### config.mk
export PLATFORM = sky130hd
export DESIGN_NAME = message_to_frame_segmenter_unit
export DESIGN_NICKNAME = d
export VERILOG_FILES = /design/src/rtl/mtfs_pkg.sv /design/src/rtl/mtfs_front.sv /design/src/rtl/mtfs_cmd_queue.sv /design/src/rtl/mtfs_back.sv /design/src/rtl/message_to_frame_segmenter_unit.sv
export VERILOG_INCLUDE_DIRS = /design/src /design/src/rtl
export SDC_FILE = /design/constraint.sdc
export NUM_CORES = 1
export LEC_CHECK = 0
export ABC_CLOCK_PERIOD_IN_PS = 23400
export BUFFER_PORTS_ARGS = -buffer_cell sky130_fd_sc_hd__buf_2
export CORE_AREA = 2 2 307 309
export DETAILED_ROUTE_END_ITERATION = 7
export DIE_AREA = 0 0 309 311
export GPL_ROUTABILITY_DRIVEN = 0
export PLACE_DENSITY = 0.61
export REMOVE_ABC_BUFFERS = 1
export SETUP_SLACK_MARGIN = 0.5
export SYNTH_ARGS = -nofsm -noshare
export SYNTH_HDL_FRONTEND = slang
export SYNTH_SLANG_ARGS = --single-unit
### constraint.sdc
create_clock -name clk -period 23.4 [get_ports clk]
set_input_delay 1.17 -clock clk [delete_from_list [all_inputs] [get_ports clk]]
set_output_delay 1.17 -clock clk [all_outputs]
set_load 0.02 [all_outputs]
### src/rtl/message_to_frame_segmenter_unit_macros.svh
// ----------------------------------------------------------------------------
// Assertion macros for the message to frame segmenter.
// Both macros assume signals named clk and rst_n in the using scope.
// ----------------------------------------------------------------------------
`ifndef MESSAGE_TO_FRAME_SEGMENTER_UNIT_MACROS_SVH
`define MESSAGE_TO_FRAME_SEGMENTER_UNIT_MACROS_SVH

// The consequence must hold in the same cycle as the condition.
`define MTFS_ASSERT_SAME(name, cond, conseq) \
  name: assert property (@(posedge clk) disable iff (!rst_n) (cond) |-> (conseq)) \
    else $error("segmenter assertion failed in the same cycle");

// The consequence must hold in the cycle after the condition.
`define MTFS_ASSERT_NEXT(name, cond, conseq) \
  name: assert property (@(posedge clk) disable iff (!rst_n) (cond) |=> (conseq)) \
    else $error("segmenter assertion failed one cycle later");

`endif

### src/rtl/mtfs_pkg.sv
// ----------------------------------------------------------------------------
// mtfs_pkg
// Types, constants and helper functions shared by the segmenter modules.
// ----------------------------------------------------------------------------
package mtfs_pkg;

  localparam logic [13:0] FRAME_MIN   = 14'd64;
  localparam logic [13:0] FRAME_MAX   = 14'd9000;
  localparam logic [13:0] FRAME_RESET = 14'd1460;
  localparam logic [13:0] HDR_BYTES   = 14'd8;
  localparam logic [7:0]  DATA_TYPE   = 8'd2;
  localparam logic [7:0]  KEEP_ALL    = 8'hff;

  localparam logic [3:0] KIND_ENV  = 4'd0;
  localparam logic [3:0] KIND_DATA = 4'd1;

  localparam int QDEPTH = 2;
  localparam int QPTRW  = $clog2(QDEPTH);

  localparam int NSLOTS      = 5;
  localparam int SLOT_PRE    = 0;
  localparam int SLOT_HDR_A  = 1;
  localparam int SLOT_BEAT   = 2;
  localparam int SLOT_HDR_B  = 3;
  localparam int SLOT_POST   = 4;

  typedef enum logic [1:0] {
    MODE_IDLE,
    MODE_STREAM,
    MODE_REALIGN
  } mode_t;

  typedef struct packed {
    logic [NSLOTS-1:0] mask;
    logic [31:0]       pre_data;
    logic [3:0]        pre_keep;
    logic [7:0]        pre_dest;
    logic [7:0]        hdr_dest;
    logic [7:0]        hdr_id;
    logic [3:0]        hdr_tag;
    logic [15:0]       len_a;
    logic [15:0]       len_b;
    logic [63:0]       beat_data;
    logic [7:0]        beat_dest;
    logic [7:0]        beat_keep;
    logic              beat_last;
    logic [31:0]       post_data;
    logic [3:0]        post_keep;
  } cmd_t;

  typedef struct packed {
    logic             valid;
    logic             full;
    logic [QPTRW:0]   count;
  } q_stat_t;

  function automatic logic [3:0] ones8(input logic [7:0] v);
    logic [3:0] n;
    n = '0;
    for (int i = 0; i < 8; i++) begin
      n = n + {3'b000, v[i]};
    end
    return n;
  endfunction

  function automatic logic [63:0] hdr_word(input logic [7:0] dest, input logic [7:0] id,
                                           input logic [15:0] len, input logic [3:0] tag);
    return {4'h0, tag, 8'h00, len, DATA_TYPE, id, 8'h00, dest};
  endfunction

endpackage

### src/rtl/mtfs_front.sv
// ----------------------------------------------------------------------------
// mtfs_front
// Accepts input words, tracks message state and turns each word into at most
// one command that lists the output words it causes.
// ----------------------------------------------------------------------------
module mtfs_front import mtfs_pkg::*; (
  input  logic        clk,
  input  logic        rst_n,
  input  logic        cfg_valid,
  output logic        cfg_ready,
  input  logic [13:0] cfg_data,
  input  logic        in_valid,
  output logic        in_ready,
  input  logic [63:0] in_data,
  input  logic [7:0]  in_dest,
  input  logic [7:0]  in_keep,
  input  logic        in_last,
  input  logic [7:0]  in_msg_id,
  input  logic [3:0]  in_src_tag,
  input  logic [3:0]  in_kind,
  input  logic [31:0] in_msg_size,
  input  logic        q_full,
  output logic        push,
  output cmd_t        cmd
);

  mode_t       mode_r, mode_nxt;
  logic [13:0] frame_len_r, frame_len_nxt;
  logic [13:0] fbc_r, fbc_nxt;
  logic [31:0] br_r, br_nxt;
  logic [7:0]  hdr_dest_r, hdr_dest_nxt;
  logic [7:0]  hdr_id_r, hdr_id_nxt;
  logic [3:0]  hdr_tag_r, hdr_tag_nxt;
  logic [31:0] carry_data_r, carry_data_nxt;
  logic [3:0]  carry_keep_r, carry_keep_nxt;
  logic [7:0]  prev_dest_r, prev_dest_nxt;

  logic        accept;
  logic        is_idle, is_stream, is_realign;
  logic        realign_full, realign_norm, do_stream, cut;
  logic        first_data, envelope;
  logic        h1_en, h2_en, beat_en, post_en;
  logic [13:0] lim_full, sfbc, rl_fbc;
  logic [7:0]  rl_keep;
  logic [31:0] br_base, lim1, lim2, d1, d2, br_after1, br_after2;
  logic        ge1, ge2;
  logic [15:0] len_first, len_second;
  logic [13:0] cfg_clamped;

  assign cfg_ready = 1'b1;
  assign in_ready  = !q_full;
  assign accept    = in_valid && in_ready;

  always_comb begin
    if (cfg_data < FRAME_MIN) begin
      cfg_clamped = FRAME_MIN;
    end else if (cfg_data > FRAME_MAX) begin
      cfg_clamped = FRAME_MAX;
    end else begin
      cfg_clamped = cfg_data;
    end
    frame_len_nxt = (cfg_valid && cfg_ready) ? (cfg_clamped - HDR_BYTES) : frame_len_r;
  end

  // Classification of the current word.
  always_comb begin
    is_idle      = (mode_r == MODE_IDLE);
    is_stream    = (mode_r == MODE_STREAM);
    is_realign   = (mode_r == MODE_REALIGN);
    lim_full     = frame_len_r - HDR_BYTES;
    realign_full = is_realign && (fbc_r >= lim_full);
    realign_norm = is_realign && !realign_full;
    do_stream    = is_stream || realign_full;
    first_data   = is_idle && (in_kind == KIND_DATA);
    envelope     = is_idle && (in_kind == KIND_ENV);
    sfbc         = (realign_full ? 14'd0 : fbc_r) + {10'd0, ones8(in_keep)};
    cut          = do_stream && (sfbc >= frame_len_r);
    rl_keep      = {in_keep[3:0], carry_keep_r};
    rl_fbc       = fbc_r + {10'd0, ones8(rl_keep)};
    h1_en        = first_data || realign_full;
    h2_en        = cut;
    beat_en      = envelope || first_data || do_stream || realign_norm;
    post_en      = in_last && (cut || realign_norm);
  end

  // Chunk lengths for up to two headers, both evaluated in parallel.
  always_comb begin
    br_base    = is_idle ? in_msg_size : br_r;
    lim1       = {18'd0, frame_len_r};
    lim2       = {17'd0, frame_len_r, 1'b0};
    ge1        = (br_base >= lim1);
    ge2        = (br_base >= lim2);
    d1         = br_base - lim1;
    d2         = br_base - lim2;
    len_first  = ge1 ? {2'b00, frame_len_r} : br_base[15:0];
    len_second = ge2 ? {2'b00, frame_len_r} : (ge1 ? d1[15:0] : br_base[15:0]);
    br_after1  = ge1 ? d1 : br_base;
    br_after2  = ge2 ? d2 : br_after1;
  end

  // Next state.
  always_comb begin
    mode_nxt       = mode_r;
    fbc_nxt        = fbc_r;
    br_nxt         = br_r;
    hdr_dest_nxt   = hdr_dest_r;
    hdr_id_nxt     = hdr_id_r;
    hdr_tag_nxt    = hdr_tag_r;
    carry_data_nxt = carry_data_r;
    carry_keep_nxt = carry_keep_r;
    prev_dest_nxt  = prev_dest_r;
    if (accept) begin
      if (h1_en && h2_en) begin
        br_nxt = br_after2;
      end else if (h1_en || h2_en) begin
        br_nxt = br_after1;
      end
      case (mode_r)
        MODE_IDLE: begin
          if (first_data) begin
            hdr_dest_nxt  = in_dest;
            hdr_id_nxt    = in_msg_id;
            hdr_tag_nxt   = in_src_tag;
            prev_dest_nxt = in_dest;
            fbc_nxt       = HDR_BYTES;
            mode_nxt      = in_last ? MODE_IDLE : MODE_STREAM;
          end
        end
        MODE_STREAM, MODE_REALIGN: begin
          prev_dest_nxt = in_dest;
          if (do_stream) begin
            if (cut) begin
              fbc_nxt        = 14'd0;
              carry_data_nxt = in_data[63:32];
              carry_keep_nxt = in_keep[7:4];
              mode_nxt       = in_last ? MODE_IDLE : MODE_REALIGN;
            end else begin
              fbc_nxt  = sfbc;
              mode_nxt = in_last ? MODE_IDLE : MODE_STREAM;
            end
          end else begin
            carry_data_nxt = in_data[63:32];
            carry_keep_nxt = in_keep[7:4];
            fbc_nxt        = in_last ? 14'd0 : rl_fbc;
            mode_nxt       = in_last ? MODE_IDLE : MODE_REALIGN;
          end
        end
        default: begin
          mode_nxt = MODE_IDLE;
        end
      endcase
    end
  end

  // Command for the back end.
  always_comb begin
    cmd                 = '0;
    cmd.mask[SLOT_PRE]   = realign_full;
    cmd.mask[SLOT_HDR_A] = h1_en;
    cmd.mask[SLOT_BEAT]  = beat_en;
    cmd.mask[SLOT_HDR_B] = h2_en;
    cmd.mask[SLOT_POST]  = post_en;
    cmd.pre_data  = carry_data_r;
    cmd.pre_keep  = carry_keep_r;
    cmd.pre_dest  = prev_dest_r;
    cmd.hdr_dest  = first_data ? in_dest : hdr_dest_r;
    cmd.hdr_id    = first_data ? in_msg_id : hdr_id_r;
    cmd.hdr_tag   = first_data ? in_src_tag : hdr_tag_r;
    cmd.len_a     = len_first;
    cmd.len_b     = h1_en ? len_second : len_first;
    cmd.beat_dest = in_dest;
    cmd.post_data = in_data[63:32];
    cmd.post_keep = in_keep[7:4];
    if (envelope) begin
      cmd.beat_data = {4'h0, in_src_tag, in_data[55:0]};
      cmd.beat_keep = in_keep;
      cmd.beat_last = in_last;
    end else if (realign_norm) begin
      cmd.beat_data = {in_data[31:0], carry_data_r};
      cmd.beat_keep = rl_keep;
      cmd.beat_last = 1'b0;
    end else if (cut) begin
      cmd.beat_data = {32'd0, in_data[31:0]};
      cmd.beat_keep = {4'h0, in_keep[3:0]};
      cmd.beat_last = 1'b1;
    end else begin
      cmd.beat_data = in_data;
      cmd.beat_keep = in_keep;
      cmd.beat_last = in_last;
    end
    push = accept && (|cmd.mask);
  end

  always_ff @(posedge clk) begin
    if (!rst_n) begin
      mode_r      <= MODE_IDLE;
      fbc_r       <= '0;
      frame_len_r <= FRAME_RESET - HDR_BYTES;
    end else begin
      mode_r      <= mode_nxt;
      fbc_r       <= fbc_nxt;
      frame_len_r <= frame_len_nxt;
    end
  end

  always_ff @(posedge clk) begin
    br_r         <= br_nxt;
    hdr_dest_r   <= hdr_dest_nxt;
    hdr_id_r     <= hdr_id_nxt;
    hdr_tag_r    <= hdr_tag_nxt;
    carry_data_r <= carry_data_nxt;
    carry_keep_r <= carry_keep_nxt;
    prev_dest_r  <= prev_dest_nxt;
  end

endmodule

### src/rtl/mtfs_cmd_queue.sv
// ----------------------------------------------------------------------------
// mtfs_cmd_queue
// Short command queue between the front end and the back end.
// ----------------------------------------------------------------------------
module mtfs_cmd_queue import mtfs_pkg::*; (
  input  logic    clk,
  input  logic    rst_n,
  input  logic    push,
  input  cmd_t    push_cmd,
  input  logic    pop,
  output cmd_t    head,
  output q_stat_t stat
);

  cmd_t             entries_r [QDEPTH];
  logic [QPTRW-1:0] wr_ptr_r, wr_ptr_nxt;
  logic [QPTRW-1:0] rd_ptr_r, rd_ptr_nxt;
  logic [QPTRW:0]   count_r, count_nxt;
  logic             do_push, do_pop;

  always_comb begin
    stat.count = count_r;
    stat.valid = (count_r != '0);
    stat.full  = (count_r == QDEPTH[QPTRW:0]);
    do_push    = push && !stat.full;
    do_pop     = pop && stat.valid;
    head       = entries_r[rd_ptr_r];
    wr_ptr_nxt = do_push ? (wr_ptr_r + 1'b1) : wr_ptr_r;
    rd_ptr_nxt = do_pop ? (rd_ptr_r + 1'b1) : rd_ptr_r;
    count_nxt  = count_r + {{QPTRW{1'b0}}, do_push} - {{QPTRW{1'b0}}, do_pop};
  end

  always_ff @(posedge clk) begin
    if (!rst_n) begin
      wr_ptr_r <= '0;
      rd_ptr_r <= '0;
      count_r  <= '0;
    end else begin
      wr_ptr_r <= wr_ptr_nxt;
      rd_ptr_r <= rd_ptr_nxt;
      count_r  <= count_nxt;
    end
  end

  always_ff @(posedge clk) begin
    if (do_push) begin
      entries_r[wr_ptr_r] <= push_cmd;
    end
  end

endmodule

### src/rtl/mtfs_back.sv
// ----------------------------------------------------------------------------
// mtfs_back
// Expands queued commands into output words through a registered output
// stage, one word per cycle while out_ready does not stall it.
// ----------------------------------------------------------------------------
module mtfs_back import mtfs_pkg::*; (
  input  logic        clk,
  input  logic        rst_n,
  input  logic        q_valid,
  input  cmd_t        head,
  output logic        pop,
  output logic        busy,
  output logic        out_valid,
  input  logic        out_ready,
  output logic [63:0] out_data,
  output logic [7:0]  out_dest,
  output logic [7:0]  out_keep,
  output logic        out_last
);

  cmd_t              cmd_r, cmd_nxt;
  logic [NSLOTS-1:0] mask_r, mask_nxt;
  logic              out_valid_r, out_valid_nxt;
  logic [63:0]       out_data_r, out_data_nxt;
  logic [7:0]        out_dest_r, out_dest_nxt;
  logic [7:0]        out_keep_r, out_keep_nxt;
  logic              out_last_r, out_last_nxt;

  logic              load, from_q;
  logic [NSLOTS-1:0] src_mask, sel;
  cmd_t              src;

  always_comb begin
    load     = !out_valid_r || out_ready;
    from_q   = (mask_r == '0);
    src      = from_q ? head : cmd_r;
    src_mask = from_q ? (q_valid ? head.mask : '0) : mask_r;
    sel      = src_mask & (~src_mask + {{(NSLOTS-1){1'b0}}, 1'b1});
    pop      = load && from_q && q_valid;
    busy     = !from_q;
  end

  always_comb begin
    cmd_nxt       = pop ? head : cmd_r;
    mask_nxt      = load ? (src_mask & ~sel) : mask_r;
    out_valid_nxt = load ? (|src_mask) : out_valid_r;
    out_data_nxt  = out_data_r;
    out_dest_nxt  = out_dest_r;
    out_keep_nxt  = out_keep_r;
    out_last_nxt  = out_last_r;
    if (load) begin
      if (sel[SLOT_PRE]) begin
        out_data_nxt = {32'd0, src.pre_data};
        out_dest_nxt = src.pre_dest;
        out_keep_nxt = {4'h0, src.pre_keep};
        out_last_nxt = 1'b1;
      end else if (sel[SLOT_HDR_A]) begin
        out_data_nxt = hdr_word(src.hdr_dest, src.hdr_id, src.len_a, src.hdr_tag);
        out_dest_nxt = src.hdr_dest;
        out_keep_nxt = KEEP_ALL;
        out_last_nxt = 1'b0;
      end else if (sel[SLOT_BEAT]) begin
        out_data_nxt = src.beat_data;
        out_dest_nxt = src.beat_dest;
        out_keep_nxt = src.beat_keep;
        out_last_nxt = src.beat_last;
      end else if (sel[SLOT_HDR_B]) begin
        out_data_nxt = hdr_word(src.hdr_dest, src.hdr_id, src.len_b, src.hdr_tag);
        out_dest_nxt = src.hdr_dest;
        out_keep_nxt = KEEP_ALL;
        out_last_nxt = 1'b0;
      end else if (sel[SLOT_POST]) begin
        out_data_nxt = {32'd0, src.post_data};
        out_dest_nxt = src.beat_dest;
        out_keep_nxt = {4'h0, src.post_keep};
        out_last_nxt = 1'b1;
      end
    end
  end

  always_ff @(posedge clk) begin
    if (!rst_n) begin
      mask_r      <= '0;
      out_valid_r <= 1'b0;
    end else begin
      mask_r      <= mask_nxt;
      out_valid_r <= out_valid_nxt;
    end
  end

  always_ff @(posedge clk) begin
    cmd_r      <= cmd_nxt;
    out_data_r <= out_data_nxt;
    out_dest_r <= out_dest_nxt;
    out_keep_r <= out_keep_nxt;
    out_last_r <= out_last_nxt;
  end

  assign out_valid = out_valid_r;
  assign out_data  = out_data_r;
  assign out_dest  = out_dest_r;
  assign out_keep  = out_keep_r;
  assign out_last  = out_last_r;

endmodule

### src/rtl/message_to_frame_segmenter_unit.sv
// ----------------------------------------------------------------------------
// message_to_frame_segmenter_unit
// Turns a 64-bit application stream into network frames. The front end takes
// one input word per cycle and turns it into a command of one to five output
// words; a two-entry command queue feeds the back end, which sends one output
// word per cycle while out_ready is high, through a registered output stage.
// A word that yields a single output word therefore flows at one per cycle,
// and a word that yields more output words holds the back end until they are
// all sent, so the input stalls once the queue fills. The first output word
// of an input word passes through the queue entry and the output register.
// The user must write the frame size register through the cfg port only while
// the block has no work in flight; the block itself does not enforce this.
// ----------------------------------------------------------------------------
`include "message_to_frame_segmenter_unit_macros.svh"

module message_to_frame_segmenter_unit import mtfs_pkg::*; (
  input  logic        clk,
  input  logic        rst_n,
  input  logic        cfg_valid,
  output logic        cfg_ready,
  input  logic [13:0] cfg_data,
  input  logic        in_valid,
  output logic        in_ready,
  input  logic [63:0] in_data,
  input  logic [7:0]  in_dest,
  input  logic [7:0]  in_keep,
  input  logic        in_last,
  input  logic [7:0]  in_msg_id,
  input  logic [3:0]  in_src_tag,
  input  logic [3:0]  in_kind,
  input  logic [31:0] in_msg_size,
  output logic        out_valid,
  input  logic        out_ready,
  output logic [63:0] out_data,
  output logic [7:0]  out_dest,
  output logic [7:0]  out_keep,
  output logic        out_last
);

  logic    fe_push;
  cmd_t    fe_cmd;
  cmd_t    q_head;
  q_stat_t q_stat;
  logic    bk_pop;
  logic    bk_busy;

  mtfs_front u_front (
    .clk         (clk),
    .rst_n       (rst_n),
    .cfg_valid   (cfg_valid),
    .cfg_ready   (cfg_ready),
    .cfg_data    (cfg_data),
    .in_valid    (in_valid),
    .in_ready    (in_ready),
    .in_data     (in_data),
    .in_dest     (in_dest),
    .in_keep     (in_keep),
    .in_last     (in_last),
    .in_msg_id   (in_msg_id),
    .in_src_tag  (in_src_tag),
    .in_kind     (in_kind),
    .in_msg_size (in_msg_size),
    .q_full      (q_stat.full),
    .push        (fe_push),
    .cmd         (fe_cmd)
  );

  mtfs_cmd_queue u_queue (
    .clk      (clk),
    .rst_n    (rst_n),
    .push     (fe_push),
    .push_cmd (fe_cmd),
    .pop      (bk_pop),
    .head     (q_head),
    .stat     (q_stat)
  );

  mtfs_back u_back (
    .clk       (clk),
    .rst_n     (rst_n),
    .q_valid   (q_stat.valid),
    .head      (q_head),
    .pop       (bk_pop),
    .busy      (bk_busy),
    .out_valid (out_valid),
    .out_ready (out_ready),
    .out_data  (out_data),
    .out_dest  (out_dest),
    .out_keep  (out_keep),
    .out_last  (out_last)
  );

  `MTFS_ASSERT_NEXT(a_back_fills, !bk_busy && q_stat.valid && (out_ready || !out_valid), out_valid)
  `MTFS_ASSERT_SAME(a_push_nonempty, fe_push, fe_cmd.mask != '0)
  `MTFS_ASSERT_SAME(a_no_push_full, fe_push, !q_stat.full)

endmodule
======== Word level (Yosys, flattened, before mapping) ========
Memory sizes are Yosys's and may differ from the RTL's. A register that Yosys moved wholly into a read port is not among the register bits.
Cells that the tools add are included.
W data, S select, Z words.
storage, ports and cells
  register bits after elaboration ......... 430
  memory bits (writable) .................. 436
  bits of input ports ..................... 148
  output and inout port bits .............. 84
  logic and storage cells ................. 183
  memories ................................ 1
operators by class
  $add $sub $neg .......................... 25
  order comparisons ....................... 6
  equal/unequal tests ..................... 6
  multiplexer cells ....................... 64
  bitwise operators ....................... 4
  reductions and logical operators ........ 41
memories
  memory             words  width  rd ports  clocked after Yosys merged registers in  write ports  RTL line              RTL
  u_queue.entries_r  2      218    1         1                                        1            mtfs_cmd_queue.sv:15  cmd_t entries_r [QDEPTH];
operator list
  kind                     number
  $mux W64                 6
  $mux W32                 8
  $mux W213                1
  $mux W14                 7
  $mux W8                  12
  $mux W16                 4
  $mux W60                 1
  $add A4 B1 Y4            12
  $ge A32 B14 Y1           1
  $ge A32 B15 Y1           1
  $sub A32 B14 Y32         1
  $sub A32 B15 Y32         1
  $add A14 B4 Y14          2
  $ge A14 B14 Y1           2
  $pmux W14 S2             1
  $sub A14 B4 Y14 const B  2
  $mux W9                  3
  $mux W4                  4
  $pmux W8 S2              1
  $gt A14 B14 Y1 const B   1
  $lt A14 B7 Y1 const B    1
  $logic_and A1 B1 Y1      13
  $and A5 B5 Y5            2
  $mux W5                  2
  other kinds (24)         57

======== Depth between registers and ports, before layout ========
  word-level depth ........................ 17
  gate-level depth with buffers ........... 31
  gate-level depth less buffers ........... 30

======== Modules after synthesis ========
A second synthesis with hierarchy kept.
second synthesis, totals
  cell total of the unflattened synthesis .. 2713
  area total of the unflattened synthesis .. 38406.8 µm²
modules (own cells, without submodules)
  module          times used  cells each  area each (µm²)  sequential area each (µm²)
  mtfs_cmd_queue  1           705         16397.0          13192.7
  mtfs_back       1           786         11148.2          7607.3
  mtfs_front      1           1222        10861.7          3483.3

======== Worst setup path before layout ========
OpenSTA, ideal clock, no wires.
  path type ............................... input to register
  start point ............................. input in_kind[1]
  end point ............................... register u_queue.wr_ptr_r
  setup time .............................. 126 ps
  arrival time ............................ 17390 ps
  required time ........................... 23274 ps
  setup slack ............................. 5884 ps
  stages .................................. 5
  buffers on the path ..................... 0
  cell sequence ........................... nor3_1 and2_1 nor3_1 nor3_1 o21a_1
on the way
  longest elaborated chain between the ends .. 8
  elaborated cells on any way between the ends .. 11
  classes of those cells .................. eq/ne (1); reduce/logical (10)
RTL lines
  item                                              RTL line                               RTL
  from (decl)                                       message_to_frame_segmenter_unit.sv:30  input logic [3:0] in_kind,
  $eq A4 B1 Y1 or $logic_not A4 Y1 (tied branches)  mtfs_front.sv:74, mtfs_front.sv:75
  $logic_and A1 B1 Y1, on equally long branches     mtfs_front.sv:74, mtfs_front.sv:75
  $logic_or A1 B1 Y1 (3 in series)                  mtfs_front.sv:82                       beat_en = envelope || first_data || do_stream || realign_norm;
  $reduce_or A5 Y1 (*)                              mtfs_front.sv:191                      push = accept && (|cmd.mask);
  $logic_and A1 B1 Y1 (*)                           mtfs_front.sv:191
  $logic_and A1 B1 Y1 (*)                           mtfs_cmd_queue.sv:25                   do_push = push && !stat.full;
  to (signal assigned)                              mtfs_cmd_queue.sv:39                   wr_ptr_r <= wr_ptr_nxt;
  to (decl)                                         mtfs_cmd_queue.sv:16                   logic [QPTRW-1:0] wr_ptr_r, wr_ptr_nxt;
Every way passes the cells marked *; elsewhere a longest branch is shown, timed or not.
A chain may end at the register's enable or synchronous reset.

======== Worst setup path after layout ========
  start point ............................. register u_front.frame_len_r[3]
  end point ............................... register u_front.carry_data_r[15], enable pin
on the way
  longest elaborated chain between the ends .. 9
  elaborated cells on any way between the ends .. 10
  classes of those cells .................. add/sub (2); order compare (2); eq/ne (1); mux (1); reduce/logical (4)
RTL lines
  item                                    RTL line           RTL
  from (decl)                             mtfs_front.sv:28   logic [13:0] frame_len_r, frame_len_nxt;
  from (signal assigned)                  mtfs_front.sv:198  frame_len_r <= FRAME_RESET - HDR_BYTES;
  from (signal assigned)                  mtfs_front.sv:202  frame_len_r <= frame_len_nxt;
  $sub A14 B4 Y14                         mtfs_front.sv:70   lim_full = frame_len_r - HDR_BYTES;
  $ge A14 B14 Y1                          mtfs_front.sv:71   realign_full = is_realign && (fbc_r >= lim_full);
  $logic_and A1 B1 Y1                     mtfs_front.sv:71
  $mux W14                                mtfs_front.sv:76   sfbc = (realign_full ? 14'd0 : fbc_r) + {10'd0, ones8(in_keep)};
  $add A14 B4 Y14                         mtfs_front.sv:76
  $ge A14 B14 Y1                          mtfs_front.sv:77   cut = do_stream && (sfbc >= frame_len_r);
  $logic_and A1 B1 Y1                     mtfs_front.sv:77
  $ne A2 B2 Y1 (no source line) (*)       n/a
  $reduce_and A3 Y1 (no source line) (*)  n/a
  to (signal assigned)                    mtfs_front.sv:211  carry_data_r <= carry_data_nxt;
  to (decl)                               mtfs_front.sv:34   logic [31:0] carry_data_r, carry_data_nxt;
Marks and branches as above.

==> results.ini <==
[drt]
wire_per_inst_um = 22.1
drt_first_pass_iters = 5
detail-route-antenna-nets = 0
via_per_inst = 5.45
drt_iter0_drc = 1766
wl_mm = 92.3
drc = 0
vias = 22793

[synth]
ys_ff_latch = 822
synth_mux_area_share_pct = 10.5
yosysTopAreaCell = edfxtp_1
synth_flop_cell = edfxtp_1
netlist.area_leader.share_pct = 63.7
synth_xor_area_share_pct = 1.69
ys_async_sr_fraction_pct = 0
synth-edff-count = 782
syn_area_per_cell_sq_um = 14.0
synth_top_family_by_area = multiplexers
syn_inst = 2633
synth_cell_types = 80
yosysWarnings = 0
synth_compound_area_share_pct = 8.32
yosysSeqAreaShare_pct = 65.8
synthSimpleGateAreaFrac_pct = 8.18
ys_top_cells_by_area = edfxtp_1 (64%), mux2_2 (7.6%), ha_1 (2.6%), nand2_1 (2.3%), dfxtp_1 (2.2%)
syn_area_sq_mm = 0.0369
synthAdderAreaFrac_pct = 3.30

[grt]
grt_antenna_before_repair = 12
grt.overflow.total = 0
grt_max_degree = 171
grt_pass1_wl_mm = 138
met2_usage_pct = 30.9
grt_most_used_layer = met2
grt_usage_pct = 18.8
met3_usage_pct = 3.42
grt_pass1_vias = 23047
use_met1_pct = 25.2

[place]
dpl-instance-area_sq_mm = 0.0394
dp.cells = 4020
dpl.hpwl_mm = 57.8
io_buffers = 230

[timing]
finClkSkew_ns = 0.0217
slew_violations = 0
timing.setup.tns_ns = 0
timing_hold_violations_final = 0
fin_crit_sh_pct = 34.5
worst_pin_slew_ns = 1.22
fmax_ghz = 0.124
slew_headroom_pct = 18.9
setup_violations = 0
timing.final.crit_period_ns = 8.07
rsz0062_at_grt = false

[layout]
layout_commonest_cell = edfxtp_1
final_cell_count_no_fill = 4181
area_growth_pct = 14.1
regArea_sq_mm = 0.0243
layout-drive-gt1-share_pct = 22.7
final_cell_mix = edfxtp_1 (782), mux2_2 (248), buf_2 (230), nand2_1 (222), nor2_1 (208)
final_nets = 3093
multi_input_area_sq_mm = 0.0119
fill_cells = 8251
stdcell_area_sq_mm = 0.0421
utilization_pct = 45.4

[power_and_ir_drop]
pwr-share-comb_pct = 27.5
vdd_drop_max_mv = 0.107
clkPwrFrac_pct = 27.8
swShare_pct = 32.4
power.internal_mw = 3.17
leakage_nw = 15.0
powerDensity_mw_per_mm2 = 111
finalPower_mw = 4.68
pwr-share-seq_pct = 44.7
switching_power_mw = 1.52

[worst_setup_path]
cp_common_cell = ha_1
crit_path_start = u_front.frame_len_r[3]$_SDFFE_PN1P_
slowest_stage = nor2b_1
cp_max_fo = 36
crit_path_end_kind = register
critPathKind = register to register
start_kind = register
critPathMaxStageDelay_ns = 0.74
path_delay_family = compound AO/OA/AOI/OAI gates
worstReg2RegStart = u_front.frame_len_r[3]$_SDFFE_PN1P_
cp.arrival_ns = 8.34
required_ns = 23.67
critical_path_buf_inv_count = 3

[hold_path]
hp-class = register to register
worstHoldStart = u_front.prev_dest_r[0]$_DFFE_PP_

[clocking]
cts_max_level = 3
cts_sinks = 822
cts_setup_buffers = 0
cts_root_buf = clkbuf_16
holdBufCountCts = 0
cts_tree = built
clockBufferDepth = 3
clock_latency_ns = 0.63
cts-resized-gates = 0
clk_pin_slew_worst_paths_ns = 0.06
numCtsBuffers = 87

[floorplanning]
die_h_um = 311
io_pins = 232
start_util_pct = 39.8
rows = 112
core_area_sq_mm = 0.0928
die_area_sq_mm = 0.0961
die_w_um = 309

[outcome]
status = complete, no violations

[run]
maxCapViolCount = 0

[final timing paths]
| check | end | slack [ns] | cells past startpoint |
|---|---|---|---|
| setup / recovery | u_front.carry_data_r[15]$_DFFE_PP_ | 15.33 | 30 |
| hold / removal | u_queue.entries_r[1][169]$_DFFE_PP_ | 0.45 | 0 |
| setup reg to reg | u_front.carry_data_r[15]$_DFFE_PP_ | 15.33 | 30 |
| hold reg to reg | u_queue.entries_r[1][169]$_DFFE_PP_ | 0.45 | 0 |
[kinds of logic (layout without fill, tap and decap cells)]
group,count (synthesis),in the layout
DFF,822,822
and+or+nand+nor,665,665
AOI/OAI and AO/OA,446,446
muxes,343,343
buffers and inverters,194,478
adders and majority gates,90,90
xor gates and xnor gates,71,71
other,2,12
[worst reg2reg max path: cells and delay by family (launching register included)]
kind	cells	cell delay [ns]
buffers and inverters	3	0.84
flip-flops	1	0.37
AO/OA/AOI/OAI	13	3.16
AND/OR/NAND/NOR	9	2.04
XOR/XNOR	1	0.11
adder cells (fa/ha/maj)	4	1.17
[state kept, by name, summed over array words and instances, names as in the netlist, 2 cells and up, named ones only]
register / count
u_front.fbc_r: 14
u_back.mask_r: 4
u_queue.count_r: 2
u_front.prev_dest_r: 8
u_front.hdr_tag_r: 4
u_back.cmd_r: 169
u_front.mode_r: 2
u_front.hdr_dest_r: 8
u_back.out_data: 64
u_front.carry_data_r: 32
u_front.carry_keep_r: 4
u_queue.entries_r: 436
u_back.out_dest: 8
u_front.frame_len_r: 14
u_back.out_keep: 8
u_front.hdr_id_r: 8
u_front.br_r: 32
[cell usage after synthesis, types with 29 or more instances]
library cell,n
inv_1,64
nand3_1,44
nand2_1,224
nand2b_1,29
dfxtp_1,40
ha_1,78
buf_2,31
mux2_1,33
a21oi_1,99
nor2_1,211
o21ai_0,49
a22o_1,55
edfxtp_1,782
mux2_2,248
nor3_1,48
clkbuf_1,81
mux2i_1,54
xnor2_1,44
[power by group through the flow]
stage | sequential [mW] | clock [mW] | combinational [mW]
2_1_floorplan | 2.26 | 0 | 0.766
3_3_place_gp | 2.11 | 0 | 1.28
3_5_place_dp | 2.12 | 0 | 1.31
4_1_cts | 2.09 | 1.33 | 1.31
5_1_grt | 2.11 | 1.38 | 1.41
6_report | 2.09 | 1.30 | 1.29
[per-layer routing]
layer	up-vias	part of all wire [%]
met3	162	6.4
li1	10449	-
met1	11442	43
met2	732	48
met4	8	2.5
met5	-	0.056
[metrics by stage]
| stage | hold slack, ns | setup WS, ns |
|---|---|---|
| 4_1_cts | 0.449 | 15.45 |
| 2_1_floorplan | 0.421 | 5.14 |
| 5_1_grt | 0.461 | 14.91 |
| 3_5_place_dp | 0.437 | 15.03 |
| 3_3_place_gp | 0.422 | 15.10 |
| 6_report | 0.446 | 15.33 |
[final cells by class]
class | instances | share of cell area, %
diodes | 7 | 0.0416
clock buffers | 113 | 5.51
clock inverters | 41 | 0.809
inverters | 64 | 0.571
multi-input cells | 1620 | 28.3
flip-flops and latches | 822 | 57.7
well taps | 1254 | 3.73
repair buffers | 260 | 3.33
No activity file was read; power rests on OpenSTA's default activity.
